===== src/rtl/spa_fifo.sv =====
module spa_fifo #(
  parameter int WIDTH = 8
) (
  input  logic             clk,
  input  logic             rst,
  input  logic             wr,
  input  logic [WIDTH-1:0] wdata,
  output logic             full,
  input  logic             rd,
  output logic [WIDTH-1:0] rdata,
  output logic             empty
);

  // two-entry queue
  logic [WIDTH-1:0] mem [2];
  logic             wptr;
  logic             rptr;
  logic [1:0]       count;

  assign full  = (count == 2'd2);
  assign empty = (count == 2'd0);
  assign rdata = mem[rptr];

  always_ff @(posedge clk) begin
    if (wr && !full) begin
      mem[wptr] <= wdata;
    end
  end

  always_ff @(posedge clk) begin
    if (rst) begin
      wptr  <= 1'b0;
      rptr  <= 1'b0;
      count <= 2'd0;
    end else begin
      if (wr && !full) wptr <= ~wptr;
      if (rd && !empty) rptr <= ~rptr;
      count <= count + 2'((wr && !full) ? 1 : 0) - 2'((rd && !empty) ? 1 : 0);
    end
  end

endmodule


===== config.mk =====
export PLATFORM = sky130hd
export DESIGN_NAME = spa_fifo
export DESIGN_NICKNAME = d
export VERILOG_FILES = /design/src/rtl/spa_fifo.sv
export SDC_FILE = /design/constraint.sdc
export NUM_CORES = 1
export LEC_CHECK = 0
export ABC_AREA = 1
export BUFFER_PORTS_ARGS = -buffer_cell sky130_fd_sc_hd__buf_2
export CELL_PAD_IN_SITES_DETAIL_PLACEMENT = 0
export CELL_PAD_IN_SITES_GLOBAL_PLACEMENT = 1
export CORE_MARGIN = 10
export CORE_UTILIZATION = 43
export CTS_CLUSTER_SIZE = 20
export DETAILED_ROUTE_END_ITERATION = 16
export PLACE_DENSITY_LB_ADDON = 0.1
export SLEW_MARGIN = 20
export SYNTH_ARGS = -nofsm -noshare
export SYNTH_HDL_FRONTEND = slang
export SYNTH_SLANG_ARGS = --single-unit

===== constraint.sdc =====
create_clock -name clk -period 2.55 [get_ports clk]
set_input_delay 0.3825 -clock clk [delete_from_list [all_inputs] [get_ports clk]]
set_output_delay 0.3825 -clock clk [all_outputs]
set_load 0.1 [all_outputs]

Yosys cells after proc, flatten, opt, wreduce, memory -nomap -nowiden
Memory sizes are Yosys's and may differ from the RTL's. A register that Yosys moved wholly into a read port is not among the register bits.
Index checks and enable logic that the tools add are counted.
Widths: inputs -> output; s select.
{"block": "word_totals", "register_bits": 4, "latch_bits": 0, "ramBits": 16, "rom_bits": 0, "input_bits": 12, "wordCells": 20, "n_memories": 1}
{"name": "mem", "words": 2, "width": 8, "read_ports": 1, "rd_clocked_by_memory_dff": 1, "write_ports": 1, "line_no": "15", "text": "logic [WIDTH-1:0] mem [2];"}
{"block": "classes", "add_sub_neg": 2, "multipliers": 0, "div_mod_pow": 0, "n_lt_le_gt_ge": 0, "n_eq_ne": 1, "n_shift": 0, "muxes": 6, "bitwise_logic": 2, "n_reduce_logical": 5}
{"cell": "$mux 1", "count": 6}
{"cell": "$add 2x1->2", "count": 1}
{"cell": "$eq 2x2->1 const B", "count": 1}
{"cell": "$logic_and 1x1->1", "count": 2}
{"cell": "$logic_not 1->1", "count": 2}
{"cell": "$logic_not 2->1", "count": 1}
{"cell": "$not 1->1", "count": 2}
{"cell": "$sub 2x1->2", "count": 1}

Logic depth before layout (Yosys ltp)
{"block": "depth", "ltp_word": 6, "depth_mapped": 11, "ltp_nobuf": 11}

Least setup slack after synthesis
OpenSTA, ideal clock, no wires.
{"block": "synth_path", "path_type": "reg2reg", "startpoint": "register count[1]", "endpoint": "register count[1]", "arrival_ps": 1996, "setup_slack_ps": 439, "stages_incl_launch_ff": 10, "path_buffers": 0, "synth_period_minus_slack_ps": 2111, "cell_sequence": "dfxtp_1 nor2_2 nor2_2 ha_1 inv_1 ha_1 inv_1 nand2_1 a21oi_1 nor2_1"}
{"block": "synth_between", "word_cells_on_any_way": 10, "classes_between": "add/sub (2); eq/ne (1); mux (2); reduce/logical (5)"}
{"element": "start, declared", "line_no": "18", "text": "logic [1:0] count;"}
{"element": "start signal, assigned", "line_no": "38", "text": "count <= count + 2'((wr && !full) ? 1 : 0) - 2'((rd && !empty) ? 1 : 0);"}
{"element": "$logic_not 2->1", "line_no": "21", "text": "assign empty = (count == 2'd0);"}
{"element": "via empty", "line_no": "11", "text": "output logic empty"}
{"element": "$logic_not 1->1", "line_no": "38"}
{"element": "$logic_and 1x1->1", "line_no": "38"}
{"element": "$mux 1", "line_no": "38"}
{"element": "$sub 2x1->2", "line_no": "38"}
The timed path passes the listed nets, and every way through them passes these cells.
A chain may end at the register's enable or synchronous reset.

==> impl_metrics.tcl <==
set metrics [dict create \
    grt_pass1_vias 519 \
    worst-path-max-fanout 8 \
    placeableCoreArea_mm2 0.00194 \
    worstHoldStart "rst" \
    ys_seq_elements 21 \
    cts_tree "yes" \
    met3_wirelength_um 124 \
    cts_setup_buffers 0 \
    area_delta_synth_final_pct 17.9 \
    place_hpwl_mm 1.07 \
    yosysWarnings 0 \
    vias_per_cell 4.43 \
    clock_sinks 21 \
    diodes 0 \
    rr_startpoint "count[0]" \
    h-tree-depth 1 \
    status "completed" \
    end_kind "output port" \
    clk_latency_ns 0.29 \
    synthAdderAreaFrac_pct 2.88 \
    wl_met1_um 548 \
    routed.top_layer "met4" \
    grt_use_total_pct 6.75 \
    synth_compound_area_share_pct 1.15 \
    ys_types 11 \
    boundaryPins 22 \
    syn_area_per_cell_um2 13.6 \
    setup_viol 0 \
    maxCapViolations 0 \
    ant_nets 0 \
    met2_length_um 657 \
    max-slew-margin-rel_pct 52.5 \
    wirelength_mm 1.35 \
    drv_slew 0 \
    rsz0062_at_grt "false" \
    critPathLaunchType "register" \
    period_share_pct 76.8 \
    min_path_type "in -> reg" \
    cts_hold_buffers 0 \
    grt_max_degree 13 \
    synth_top_family_by_area "multiplexers" \
    drc 0 \
    drtIter0Drc 6 \
    syn-cell-area_um2 868 \
    antenna_found_initial 0 \
    yosysSeqAreaShare_pct 66.9 \
    wl_per_cell_um 11.7 \
    hold_viol 0 \
    die_h_um 64.9 \
    rrSetupSlack_ns 0.96 \
    cp.required_ns 2.17 \
    synthesis.nets 78 \
    cts_root_buf "clkbuf_4" \
    fmax_ghz 0.511 \
    muxShareOfSynthArea_pct 13.8 \
    clock_path_buffers 2 \
    synthCells 64 \
    rows 16 \
    setup_tns_ns 0 \
    netlist.top_cell.by_area "edfxtp_1" \
    finalCriticalPeriod_ns 1.96 \
    n_fill_cell 180 \
    numPortBuffers 21 \
    synthTopCellsByArea "edfxtp_1 (55%), mux2_4 (14%), dfxtp_1 (12%), inv_1 (4.3%), nand2_1 (3.5%)" \
    fp.dieW_um 64.9 \
    cts_made_buffers 3 \
    path_class "reg -> out" \
    dr.pass1.iters 3 \
    synth-xor-area-share_pct 0 \
    worst_pin_slew_ns 0.710 \
    cp.arrival_ns 1.58 \
    drive_gt1_share_pct 39.8 \
    timing.hold.ws_ns 0.249 \
    cts_resized 0 \
    cts.clk_slew.worst_paths_ns 0.11 \
    gp_congestion 0.669 \
    skew_ns 0.00120 \
    initial_core_util_pct 44.7 \
    dieArea_mm2 0.00422 \
    via_count 510 \
    synth_top_area_share_pct 55.3 \
    grt_pass1_wl_mm 2.19 \
    num-nets-final 103 \
    synthSimpleGateAreaFrac_pct 9.65 \
    grt-ovfl-total 0 \
]
## state kept, by name, summed over array words and instances, names as in the netlist, named ones only
name,cells
count,2
wptr,1
rptr,1
mem,16
## path summary, 6_finish.rpt
path,endpoint,cells past startpoint
worst max register to register,mem[0][0],4
worst max-delay path,rdata[4],2
worst min register to register,register,2
worst min-delay path,count[0],2
## layer usage
metal	vias up	track usage, %
li1	267	-
met1	228	6.73
met2	13	10.7
met3	2	3.44
met4	0	4.81
met5	-	0
## cell usage in the layout, fill, tap and decap left out, drive strengths merged
cell	instances
clkbuf	3
a21oi	2
edfxtp	16
inv	10
clkinv	1
ha	2
mux2	8
nor2	9
buf	21
nand3	3
nand2	8
dfxtp	5
## critical path, cell delays in order (launching register included)
cell     delay (ns)
dfxtp_1        0.64
mux2_4         0.24
buf_2          0.41
## Yosys cell counts
| cell type | number |
|---|---|
| a21oi_1 | 2 |
| ha_1 | 2 |
| inv_1 | 10 |
| nand3_1 | 3 |
| nor2_2 | 2 |
| dfxtp_1 | 5 |
| mux2_4 | 8 |
| nand2_1 | 8 |
| buf_6 | 1 |
| nor2_1 | 7 |
| edfxtp_1 | 16 |
## per-stage QoR
step	cell area, um2	util, %	instances	setup slack, ns
2_1_floorplan	868	-	64	0.439
3_3_place_gp	996	51.3	111	0.879
3_5_place_dp	996	51.3	111	0.887
4_1_cts	1020	52.7	115	0.550
5_1_grt	1020	52.7	115	0.470
6_report	1020	52.7	115	0.591
## final cells by class
type	count	area (um2)	area share (%)
Clock buffer	3	22.5	2.20
Clock inverter	1	5.00	0.489
Inverter	10	37.5	3.67
Multi-Input combinational cell	32	239	23.3
Sequential cell	21	581	56.7
Tap cell	27	33.8	3.30
Timing Repair Buffer	21	105	10.3
## kinds of logic after synthesis
group           count (synthesis)
compound gates                  2
simple gates                   20
buf+inv                        11
mux                             8
flops                          21
fa+ha+maj                       2
Power is left out: the tool's default activity adds up to more than one toggle a clock period on the data nets, which glitch-free logic cannot reach.
